### src/assert_macros.svh
// Assertion macros shared by the heap queue RTL.
// Needs nothing else; define ASSERT_OFF to compile every check away.
`ifndef ASSERT_MACROS_SVH
`define ASSERT_MACROS_SVH

`ifndef ASSERT_OFF

// Check an expression at every clock edge outside reset
`define ASSERT_ALWAYS(lbl, clk, rst, expr, msg) \
  lbl: assert property (@(posedge clk) disable iff (rst) (expr)) else $error(msg);

// Check that a condition implies another in the same cycle
`define ASSERT_IMPLY(lbl, clk, rst, ante, cons, msg) \
  lbl: assert property (@(posedge clk) disable iff (rst) (ante) |-> (cons)) else $error(msg);

// Check that a condition implies another in the next cycle
`define ASSERT_NEXT(lbl, clk, rst, ante, cons, msg) \
  lbl: assert property (@(posedge clk) disable iff (rst) (ante) |=> (cons)) else $error(msg);

`else

`define ASSERT_ALWAYS(lbl, clk, rst, expr, msg)
`define ASSERT_IMPLY(lbl, clk, rst, ante, cons, msg)
`define ASSERT_NEXT(lbl, clk, rst, ante, cons, msg)

`endif

`endif

### src/mhpq_pkg.sv
// Types, constants and helpers of the min-heap priority queue.
// Used by mhpq_cell and min_heap_priority_queue; depends on nothing.
`default_nettype none

package mhpq_pkg;

  localparam int unsigned KEY_W        = 32;
  localparam int unsigned STATUS_W     = 2;
  localparam int unsigned COUNT_W      = 7;
  localparam int unsigned CAPACITY_DEF = 64;
  localparam int unsigned CAPACITY_MAX = 4096;
  // Heap node numbers are 1-based: node = 2**level + index within level
  localparam int unsigned NODE_W       = $clog2(CAPACITY_MAX + 1);
  localparam int unsigned IDX_W        = NODE_W - 1;
  localparam int unsigned LVL_W        = $clog2(NODE_W);

  localparam logic REQ_INSERT = 1'b0;
  localparam logic REQ_DELETE = 1'b1;

  typedef logic signed [KEY_W-1:0] key_t;

  typedef enum logic [STATUS_W-1:0] {
    ST_OK    = 2'd0,
    ST_FULL  = 2'd1,
    ST_EMPTY = 2'd2
  } status_t;

  typedef enum logic [1:0] {
    S_IDLE,
    S_FETCH,
    S_TAKE,
    S_RUN
  } state_t;

  typedef struct packed {
    logic req_type;
    key_t key_value;
  } in_word_t;

  typedef struct packed {
    key_t                min_value;
    status_t             status;
    logic [COUNT_W-1:0]  entry_count;
  } out_word_t;

  // Request travelling down the row of level cells
  typedef struct packed {
    logic             valid;
    logic             del;
    logic [IDX_W-1:0] idx;
    key_t             key;
  } token_t;

  // Write from a cell into its parent level
  typedef struct packed {
    logic             en;
    logic [IDX_W-1:0] idx;
    key_t             key;
  } wb_t;

  // Broadcast from the controller to every cell
  typedef struct packed {
    logic              fetch;
    logic [LVL_W-1:0]  tgt;
    logic [NODE_W-1:0] node;
  } ctl_t;

  // Level of a node: position of its top set bit
  function automatic logic [LVL_W-1:0] msb_pos(input logic [NODE_W-1:0] v);
    logic [LVL_W-1:0] p;
    p = '0;
    for (int i = 0; i < NODE_W; i++) begin
      if (v[i]) p = LVL_W'(i);
    end
    return p;
  endfunction

endpackage

`default_nettype wire

### src/mhpq_cell.sv
// One heap level: its slice of the key store and the compare step for that level.
// Depends on mhpq_pkg; chained by min_heap_priority_queue, one cell per level.
`default_nettype none

module mhpq_cell #(
  parameter int unsigned LEVEL  = 0,
  parameter int unsigned LEVELS = 7,
  parameter int unsigned CNT_W  = 7
) (
  input  logic              clk,
  input  logic              rst,
  input  logic [CNT_W-1:0]  cnt,
  input  mhpq_pkg::ctl_t    ctl,
  input  mhpq_pkg::token_t  tok_in,
  output mhpq_pkg::token_t  tok_out,
  input  mhpq_pkg::wb_t     wb_in,
  output mhpq_pkg::wb_t     wb_out,
  output mhpq_pkg::key_t    rd_key,
  output logic              done
);
  import mhpq_pkg::*;

  localparam int unsigned AW    = (LEVEL == 0) ? 1 : LEVEL;
  localparam int unsigned DEPTH = 1 << AW;
  localparam logic [NODE_W-1:0] BASE = NODE_W'(2 ** LEVEL);
  localparam bit LAST = (LEVEL == LEVELS - 1);

  key_t              mem [DEPTH];
  logic [AW-1:0]     addr_a, addr_b;
  key_t              rd_a, rd_b;
  token_t            tok_d;
  token_t            tok_next;
  logic              wr_en;
  logic [AW-1:0]     wr_addr;
  key_t              wr_data;
  logic              m_en;
  logic [AW-1:0]     m_addr;
  key_t              m_data;
  logic [NODE_W-1:0] cnt_n, node_l, node_r;
  logic              left_ok, right_ok, take_r;
  key_t              pick;
  logic [IDX_W-1:0]  pick_idx, ins_idx;
  logic [LVL_W-1:0]  sh;

  // Pick read addresses: path slot, both children, or the fetch slot
  always_comb begin
    addr_a = AW'(tok_in.idx);
    addr_b = addr_a;
    if (tok_in.del) begin
      addr_a = AW'({tok_in.idx, 1'b0});
      addr_b = AW'({tok_in.idx, 1'b1});
    end
    if (ctl.fetch) begin
      if (LEVEL == 0) addr_a = '0;
      else            addr_a = AW'(ctl.node);
    end
  end

  // Merge own write and the write coming up from the child level
  always_comb begin
    m_en   = wr_en | wb_in.en;
    m_addr = wb_in.en ? AW'(wb_in.idx) : wr_addr;
    m_data = wb_in.en ? wb_in.key : wr_data;
  end

  // Key store of this level
  always_ff @(posedge clk) begin
    rd_a <= mem[addr_a];
    rd_b <= mem[addr_b];
    if (m_en) mem[m_addr] <= m_data;
  end

  // Hold the request while the store read completes
  always_ff @(posedge clk) begin
    if (rst) begin
      tok_d <= '0;
    end else begin
      tok_d <= tok_in;
    end
  end

  // Compare with the stored keys and decide what moves on
  always_comb begin
    cnt_n    = NODE_W'(cnt);
    node_l   = BASE | NODE_W'({tok_d.idx, 1'b0});
    node_r   = node_l | NODE_W'(1);
    left_ok  = (node_l <= cnt_n);
    right_ok = (node_r <= cnt_n);
    take_r   = right_ok && (rd_b < rd_a);
    pick     = take_r ? rd_b : rd_a;
    pick_idx = {tok_d.idx[IDX_W-2:0], take_r};
    sh       = ctl.tgt - LVL_W'(LEVEL) - LVL_W'(1);
    ins_idx  = {tok_d.idx[IDX_W-2:0], ctl.node[sh]};

    tok_next = '0;
    wb_out   = '0;
    wr_en    = 1'b0;
    wr_addr  = AW'(tok_d.idx);
    wr_data  = tok_d.key;
    done     = 1'b0;

    if (tok_d.valid) begin
      if (!tok_d.del) begin
        // insert: keep the smaller key on the path, carry the larger down
        if (ctl.tgt == LVL_W'(LEVEL)) begin
          wr_en = 1'b1;
          done  = 1'b1;
        end else begin
          tok_next.valid = 1'b1;
          tok_next.del   = 1'b0;
          tok_next.idx   = ins_idx;
          if (tok_d.key < rd_a) begin
            wr_en        = 1'b1;
            tok_next.key = rd_a;
          end else begin
            tok_next.key = tok_d.key;
          end
        end
      end else begin
        // delete: pull the smaller child up into the hole, or close the hole
        wb_out.en  = 1'b1;
        wb_out.idx = tok_d.idx;
        if (left_ok && (pick < tok_d.key)) begin
          wb_out.key = pick;
          if (LAST) begin
            wr_en   = 1'b1;
            wr_addr = AW'(pick_idx);
            done    = 1'b1;
          end else begin
            tok_next.valid = 1'b1;
            tok_next.del   = 1'b1;
            tok_next.idx   = pick_idx;
            tok_next.key   = tok_d.key;
          end
        end else begin
          wb_out.key = tok_d.key;
          done       = 1'b1;
        end
      end
    end
  end

  // Pass the request to the next level
  always_ff @(posedge clk) begin
    if (rst) begin
      tok_out <= '0;
    end else begin
      tok_out <= tok_next;
    end
  end

  assign rd_key = rd_a;

endmodule

`default_nettype wire

### config.mk
export PLATFORM = sky130hd
export DESIGN_NAME = mhpq_cell
export DESIGN_NICKNAME = d
export VERILOG_FILES = /design/src/assert_macros.svh /design/src/mhpq_pkg.sv /design/src/mhpq_cell.sv
export SDC_FILE = /design/constraint.sdc
export NUM_CORES = 1
export LEC_CHECK = 0
export BUFFER_PORTS_ARGS = -buffer_cell sky130_fd_sc_hd__buf_2
export CORE_MARGIN = 5
export CORE_UTILIZATION = 60
export CTS_BUF_LIST = sky130_fd_sc_hd__clkbuf_4
export CTS_CLUSTER_DIAMETER = 40
export DETAILED_ROUTE_END_ITERATION = 12
export PLACE_DENSITY_LB_ADDON = 0.1
export SETUP_SLACK_MARGIN = 0.3
export SLEW_MARGIN = 20
export SYNTH_ARGS = -nofsm -noshare
export SYNTH_HDL_FRONTEND = slang
export SYNTH_SLANG_ARGS = --single-unit
export TNS_END_PERCENT = 100
### constraint.sdc
create_clock -name clk -period 7.4 [get_ports clk]
set_input_delay 0.37 -clock clk [delete_from_list [all_inputs] [get_ports clk]]
set_output_delay 0.37 -clock clk [all_outputs]
set_load 0.01 [all_outputs]
======== Yosys cells after proc, flatten, opt, wreduce, memory -nomap -nowiden ========
Memories as Yosys holds them, arrays and structs flattened. A register that Yosys moved wholly into a read port is not among the register bits.
Cells that the tools add are included.
storage, ports and cells
  output and inout port bits .............. 124
  register bits after elaboration ......... 92
  input port bits ......................... 118
  bits in writable memories ............... 64
  memories kept ........................... 1
  word-level logic and storage cells ...... 46
memory list
  memory  words  bits a word  read ports  clocked after memory_dff  wr ports  RTL line         source
  mem     2      32           2           2                         1         mhpq_cell.sv:28  key_t mem [DEPTH];
cells by class
  reductions and logical operators ........ 4
  add/subtract/negate cells ............... 1
  $lt $le $gt $ge ......................... 5
  bitwise gates (word level) .............. 2
  muxes and demuxes ....................... 25
operators with widths
  cell                   count
  $mux W46               3
  $mux W32               4
  $lt A32 B32 Y1         3
  $mux W45               2
  $mux W1                15
  $le A13 B7 Y1          1
  $lt A4 B5 Y1 const B   1
  $bmux W1 S4            1
  $logic_not A4 Y1       1
  $sub A4 B1 Y4 const B  1
  $logic_and A1 B1 Y1    2
  $reduce_or A2 Y1       1
  $not A1 Y1             1
  $or A1 B1 Y1           1

======== Depth between registers and ports, before layout ========
Gate-level depths: netlist of the first run.
  word-level depth ........................ 8
  depth in mapped cells ................... 23
  depth with buffers taken out ............ 19

======== Least setup slack after synthesis of the first run ========
Ideal clock, no wire load.
  kind .................................... register to output
  start ................................... register rd_a[30] (netlist: rd_key[30]) (read register of mem)
  end ..................................... output wb_out[10] in the netlist's numbering
  data arrival time ....................... 4.933 ns
  buffers on the path ..................... 5
  cell stages (with the launch flop) ...... 24
  path slack .............................. 2.097 ns
  data required time ...................... 7.030 ns
  cells stage by stage .................... dfxtp_1 inv_1 ha_1 a21oi_1 nand2_1 a221o_1 a211o_1 o21a_1 or3_1 buf_2 buf_6 mux2_4 ha_1 buf_2 nand4_1 nor3_1 and4_1 nand2_1 nand4_1 mux2_2 o31a_1 buf_6 buf_12 mux2i_1
RTL lines
  item         RTL line         source
  from (decl)  mhpq_cell.sv:30  key_t rd_a, rd_b;
  to (decl)    mhpq_cell.sv:17  output mhpq_pkg::wb_t wb_out,

==> metrics.txt, run 1 <==
simple-gate share of the synthesized area 0.113; count leader, synth dfxtp_1; DP Worst Slack 738 ps; Pwr Density 212 mW/mm2; critical path cell sequence inv_1, ha_1, nand4_1, nor2_1, a221o_1, a211o_1, o21a_1, or3_1, buf_4, mux2_4, ha_2, nand4_1, nor3_2, and4_1, nand2_1, nand4_1, mux2_2, o31a_4, buf_4, mux2i_1, buf_2; slew margin rel. 0.264; ANT cells 0; fin crit share 0.909; total CTS buffers 56; wire length per cell ~19 um; Max FO, Critical Path 11; Area growth, synth to finish 24.4%; share of the synthesized area in the top cell type 0.284; Synth area leader dfxtp_1; Post-DRT Antenna Nets 0; setup ws final 677 ps; RSZ-0062 raised after global routing no; Post-synth EDFFs 64; critical path's largest stage delay 440 ps; status completed; leakage power total 6.46 nW; CP dominant cell by count nand4_1; #FFs+latches synth 220; via count 9112; dpl hpwl just over 20000 um; Max Cap Violations 0; Cell Rows a little under 50; Compound-Gate Fraction of Synth Area 0.126; Fin Hold WS 48.8 ps; layout cells sized above 1 0.321; max frequency between 0.1 and 0.15 GHz; Req. time, crit path 7030 ps; cell family with most CP delay simple AND/OR/NAND/NOR gates; dominant synthesized flop cell dfxtp_1; worst slew pin tran approximately 1100 ps; Pins Over Slew Limit 0; die area 0.0211 mm2; DP Cell Count 1458; IO Port Bufs 230; clock skew 47.2 ps; mux cell area share after synthesis 0.137; clk buf depth 3; Synth top cells by count 156 x dfxtp_1, 114 x nand2_1, 101 x ha_1; largest family of logic cells by synthesized area multiplexers; nets between 1500 and 2000; Vias/cell 5.60; I/O Pins 242; FFs w/ async S/R, synth 0; first-pass GRT wire length 49700 um; GRT Total Usage 0.286; H-Tree Depth 2; die width 145 um; XOR/XNOR Fraction of Synth Area 0.00159; net count after synthesis 1253; router iterations before antenna repair 5; sequential area share after synthesis 0.458; Yosys warning count 0; clock sink count 220; number of global-route vias before repair 9712; initial antenna violation count 0; total grt overflow 0; synth top area cells dfxtp_1 28%, edfxtp_1 17%, ha_1 11%; Hold Violations, Final 0; library cells used by synthesis 64; fin crit period 6720 ps; Buf+Inv Stages, Crit Path 4; Starting Density 0.611; GPL Wtd Cong 0.837; CP Class register to primary output; setup tns final 0 ps; Core Footprint 0.0180 mm2; Final setup viols 0; Syn Area/Cell 10.6 um2; largest net degree at the start of global routing 68; Clk Tree Root Cell clkbuf_4; Data arrival, critical path 6350 ps; # DRC 0; Finished Cell Area about 0.014 mm2; Max VDD drop 0.000195 V; Iter 0 DRT Violations 469; Post-Synthesis Cells 1034; Adder-Cell Fraction of Synth Area 0.115; Post-DP Area 0.0123 mm2; Worst-Skew Late Latency around 680 ps; CP endpoint kind primary output; final wirelength 31000 um; CP startpoint kind register; CTS tree yes; critical path's slowest cell ha_2; post-route insts no fill roughly 1600; die height 145 um; Clock transition at path regs around 70 ps; worst hold-check path type input port to register; cell area after synthesis 0.0110 mm2
tightest hold or removal path, stage by stage:
cell and delay, ps:
buf_2 70, nand2_1 40, o21ai_0 100
what timing repair did:
item | in CTS | in global routing
endpoints found under the hold margin | 74 | 0
resized for setup | 1 | 4
hold buffers | 61 | 0
pin swaps | 0 | 1
cloned | 1 | 0
setup endpoints to repair | 33 | 33
buffers inserted | 0 | 3
state kept, by name, indices dropped and copies added (netlist names):
signal / flops
node_l: 1
rd_b: 32
rd_key: 32
tok_d: 2
tok_out: 46
wr_data: 32
ins_idx: 11
mem: 64
report_power, final:
part | switching, mW | internal (mW) | leakage (nW)
Sequential | 0.0515 | 1.32 | 1.91
Clock | 0.493 | 0.550 | 0.449
Combinational | 0.257 | 0.231 | 4.10
metrics by stage:
step | utilization | total power [mW]
detailed placement | 0.682 | 1.84
global route | 0.760 | 3.05
floorplan | - | 1.68
CTS | 0.757 | 2.91
finish | 0.760 | 2.90
global placement | 0.682 | 1.82
cell type report:
| cell class | count | area (um2) |
|---|---|---|
| inverters | 78 | 294 |
| multi-input cells | 689 | 5460 |
| clock inverters | 13 | 53.8 |
| well taps | 229 | 287 |
| clock buffers | 90 | 676 |
| flip-flops and latches | 220 | 5040 |
| repair buffers | 307 | 1880 |
| fillers | 1288 | 4330 |
layout by cell type, fill, tap and decap left out, types with 10 or more instances in the layout:
cell type	instances
mux2_2	74
nand2_1	114
inv_1	77
o21ai_0	46
ha_1	100
dlygate4sd3_1	61
edfxtp_1	64
a22oi_1	31
mux2i_1	32
and3_1	11
mux2_1	13
nor2b_1	47
a21oi_1	28
buf_2	230
a21o_1	23
dfxtp_1	156
nand3_1	10
buf_4	16
clkbuf_4	90
o21ai_1	33
nand4_1	17
cells by family (layout without fill, tap and decap cells):
family | count (synthesis) | in the layout
compound gates | 210 | 211
xor+xnor | 2 | 2
fa+ha+maj | 101 | 101
buf+inv | 126 | 488
flops | 220 | 220
mux | 131 | 131
simple gates | 244 | 244
final timing paths:
| kind | start | depth (start not counted) | to | slack, ps |
|---|---|---|---|---|
| hold / removal | wb_in[10] | 3 | mem[0][10] | 50 |
| setup reg to reg | rd_key[31] | 20 | tok_out[31] | 1430 |
| setup / recovery | rd_key[31] | 21 | wb_out[5] | 680 |
| hold reg to reg | mem[0][31] | 1 | rd_key[31] | 470 |
routing by layer:
layer	global-route usage	routed length, um	up-vias
met4	0.0802	635	0
met1	0.358	12900	4287
met3	0.0716	2500	58
li1	-	-	4382
met2	0.494	15000	385
met5	0	0	-
No activity file was read; power rests on OpenSTA's default activity.
==> run 2, diff against run 1 <==
--- a/config.mk
+++ b/config.mk
@@ -7,7 +7,7 @@
 export LEC_CHECK = 0
 export BUFFER_PORTS_ARGS = -buffer_cell sky130_fd_sc_hd__buf_2
 export CORE_MARGIN = 5
-export CORE_UTILIZATION = 60
+export CORE_UTILIZATION = 51
 export CTS_BUF_LIST = sky130_fd_sc_hd__clkbuf_4
 export CTS_CLUSTER_DIAMETER = 40
 export DETAILED_ROUTE_END_ITERATION = 12
==> constraint.sdc (replaced) <==
create_clock -name clk -period 5.5 [get_ports clk]
set_input_delay 0.275 -clock clk [delete_from_list [all_inputs] [get_ports clk]]
set_output_delay 0.275 -clock clk [all_outputs]
set_load 0.01 [all_outputs]
==> run 2 against run 1 <==
Compared with the run above:
- the flow now finishes with violations (negative setup slack)
- cell count grew 9.1%
- largest power group unchanged
- largest cell class unchanged
- total power is 44% higher
- critical path type unchanged
- clock skew down 12 ps
- flip-flop and latch count unchanged
- via count grew 5.8%
- highest routed layer is now met5
==> metrics.txt, run 2 (synthesis results as in run 1) <==
status finished, violations left (was completed); failing checks negative setup slack; slew margin rel. 0.293 (was 0.264); GRT Total Usage 0.258 (was 0.286); Logic pwr share 0.209 (was 0.169); I/O Pins 242 (unchanged); setup tns final -11960 ps (was 0 ps); Area growth, synth to finish 41.8% (was 24.4%); setup ws final -426 ps (was 677 ps); post-route insts no fill 1774 (was 1626); biggest regs mem (64), tok_out (46) (unchanged); cell-internal power 3.03 mW (was 2.10 mW); clk buf depth 3 (unchanged); CP Class register to primary output (unchanged); Core Footprint 0.0212 mm2 (was 0.0180 mm2); H-Tree Depth 2 (unchanged); wire length per cell 19.4 um (was 19.1 um); critical path cell sequence ha_4, nand4_1, nor2_1, a221o_1, a211o_1, o21a_1, buf_6, nor3_4, buf_6, buf_12, mux2_4, ha_4, nand4_1, or2_4, o221ai_4, nand2_4, nand4_1, mux2_4, o31a_4, buf_12, clkbuf_16, mux2i_1, buf_2 (was inv_1, ha_1, nand4_1, nor2_1, a221o_1, a211o_1, o21a_1, or3_1, buf_4, mux2_4, ha_2, nand4_1, nor3_2, and4_1, nand2_1, nand4_1, mux2_2, o31a_4, buf_4, mux2i_1, buf_2); Largest Register mem (unchanged); Net Sw Frac 0.274 (was 0.277); nets 1671 (was 1571); IO Port Bufs 230 (unchanged); Max FO, Critical Path 5 (was 11); # DRC 0 (unchanged); CP dominant cell by count nand4_1 (unchanged); Clk Tree Root Cell clkbuf_4 (unchanged); CTS tree yes (unchanged); worst hold-check path type input port to register (unchanged); switching pwr 1.14 mW (was 0.801 mW); total CTS buffers 57 (was 56); Max Cap Violations 0 (unchanged); clock sink count 220 (unchanged); DP Cell Count 1548 (was 1458); most common cell after layout, fill and taps aside buf_2 (unchanged); clock skew 35.1 ps (was 47.2 ps); number of flip-flops in the largest register 64 (unchanged); max frequency 0.169 GHz; fin crit share 1.08; GPL Wtd Cong 0.830 (was 0.837); initial antenna violation count 3 (was 0); Hold Violations, Final 0 (unchanged); largest net degree at the start of global routing 67 (was 68); die width 157 um (was 145 um); CP startpoint kind register (unchanged); Data arrival, critical path 5650 ps (was 6350 ps); Post-Route Utilization 0.738 (was 0.760); RSZ-0062 raised after global routing yes (was no); worst slew pin tran 1060 ps (was 1100 ps); Reg power frac 0.441 (was 0.472); fin crit period approximately 5900 ps; Req. time, crit path 5220 ps (was 7030 ps); Cell Rows 53 (was 49); final wirelength 34400 um (was 31000 um); number of global-route vias before repair 9824 (was 9712); Max VDD drop 0.000140 V (was 0.000195 V); die area 0.0246 mm2 (was 0.0211 mm2); Clock transition at path regs 70 ps (about the same); Pwr Density 267 mW/mm2 (was 212 mW/mm2); Starting Density 0.520 (was 0.611); Pins Over Slew Limit 0 (unchanged); router iterations before antenna repair 5 (unchanged); via count 9637 (was 9112); critical path's largest stage delay 410 ps (was 440 ps); layout cells sized above 1 0.445 (was 0.321); Iter 0 DRT Violations 554 (was 469); Post-DRT Antenna Nets 0 (unchanged); first-pass GRT wire length 49900 um (was 49700 um); dpl hpwl 21900 um (was 20800 um); leakage power total 7.21 nW (was 6.46 nW); Vias/cell 5.43 (was 5.60); clock power share 0.350 (was 0.360); critical path's slowest cell dfxtp_1 (was ha_2); Worst-Skew Late Latency 690 ps (was 680 ps); total grt overflow 0 (unchanged); most frequent cells in the layout 230 x buf_2, 132 x dfxtp_1, 113 x nand2_1 (was 230 x buf_2, 156 x dfxtp_1, 114 x nand2_1); CP endpoint kind primary output (unchanged); die height 157 um (was 145 um); Final setup viols 33 (was 0)
## run 2: cell types whose count changed in the layout (fill, tap and decap cells not counted), sizes merged
cell and change:
buf +76, clkbuf +15, clkinv -8, diode +2, dlygate4sd3 +17, inv -1
o311a +1
## run 2: power by group through the flow
stage / sequential, mW / clock (mW) / combinational [mW]
floorplan: 1.86 / 0 / 0.403
global placement: 1.86 / 0 / 0.646
finish: 1.84 / 1.46 / 0.872
global route: 1.85 / 1.59 / 0.951
detailed placement: 1.86 / 0 / 0.654
CTS: 1.83 / 1.50 / 0.768
## run 2: what timing repair did
action | 4_1_cts | 5_1_grt
hold buffers | 78 | 0
hold endpoints to repair | 110 | 0
setup endpoints to repair | 59 | 78
buffers inserted | 13 | 19
resized for setup | 67 | 118
cloned | 2 | 8
pin swaps | 24 | 56
## run 2: final cells by class
cell class | instances | area [um2]
clock inverters | 4 | 16.3
inverters | 78 | 294
multi-input cells | 690 | 6190
diodes | 2 | 5.00
well taps | 275 | 344
repair buffers | 405 | 2920
flip-flops and latches | 220 | 5070
fillers | 1493 | 5550
clock buffers | 100 | 751
## run 2: worst paths after layout
path,cells past startpoint,from,endpoint,slack [ps]
hold / removal,5,ctl[12],tok_out[32],70
setup / recovery,23,rd_b[28],wb_out[18],-430
hold reg to reg,1,mem[1][13],rd_b[13],480
setup reg to reg,25,rd_b[28],tok_out[34],350
## run 2: worst max-delay path: cells and delay by family, from the launching register on
kind	cells	cell delay, ps
AOI/OAI and AO/OA	5	1190
adders and majority gates	2	500
buffers and inverters	6	850
DFF	1	410
muxes	3	820
and+or+nand+nor	7	1180
## run 2: through the flow
stage                     hold WS [ps]  area [um2]  power (mW)  setup slack, ps
after detailed placement           465       12700        2.52             -152
final                             69.6       15600        4.17             -426
after global routing              50.6       15600        4.39             -614
after CTS                         14.0       14800        4.10             -431
after global placement             467       12700        2.51             -107
after floorplan                    403       11000        2.27              292
## run 2: layer usage
layer	wire, um	global-route usage	up-vias
met5	13	0	-
met4	872	0.0930	2
met3	2510	0.0663	73
met2	16800	0.446	386
met1	14200	0.313	4577
li1	-	-	4599
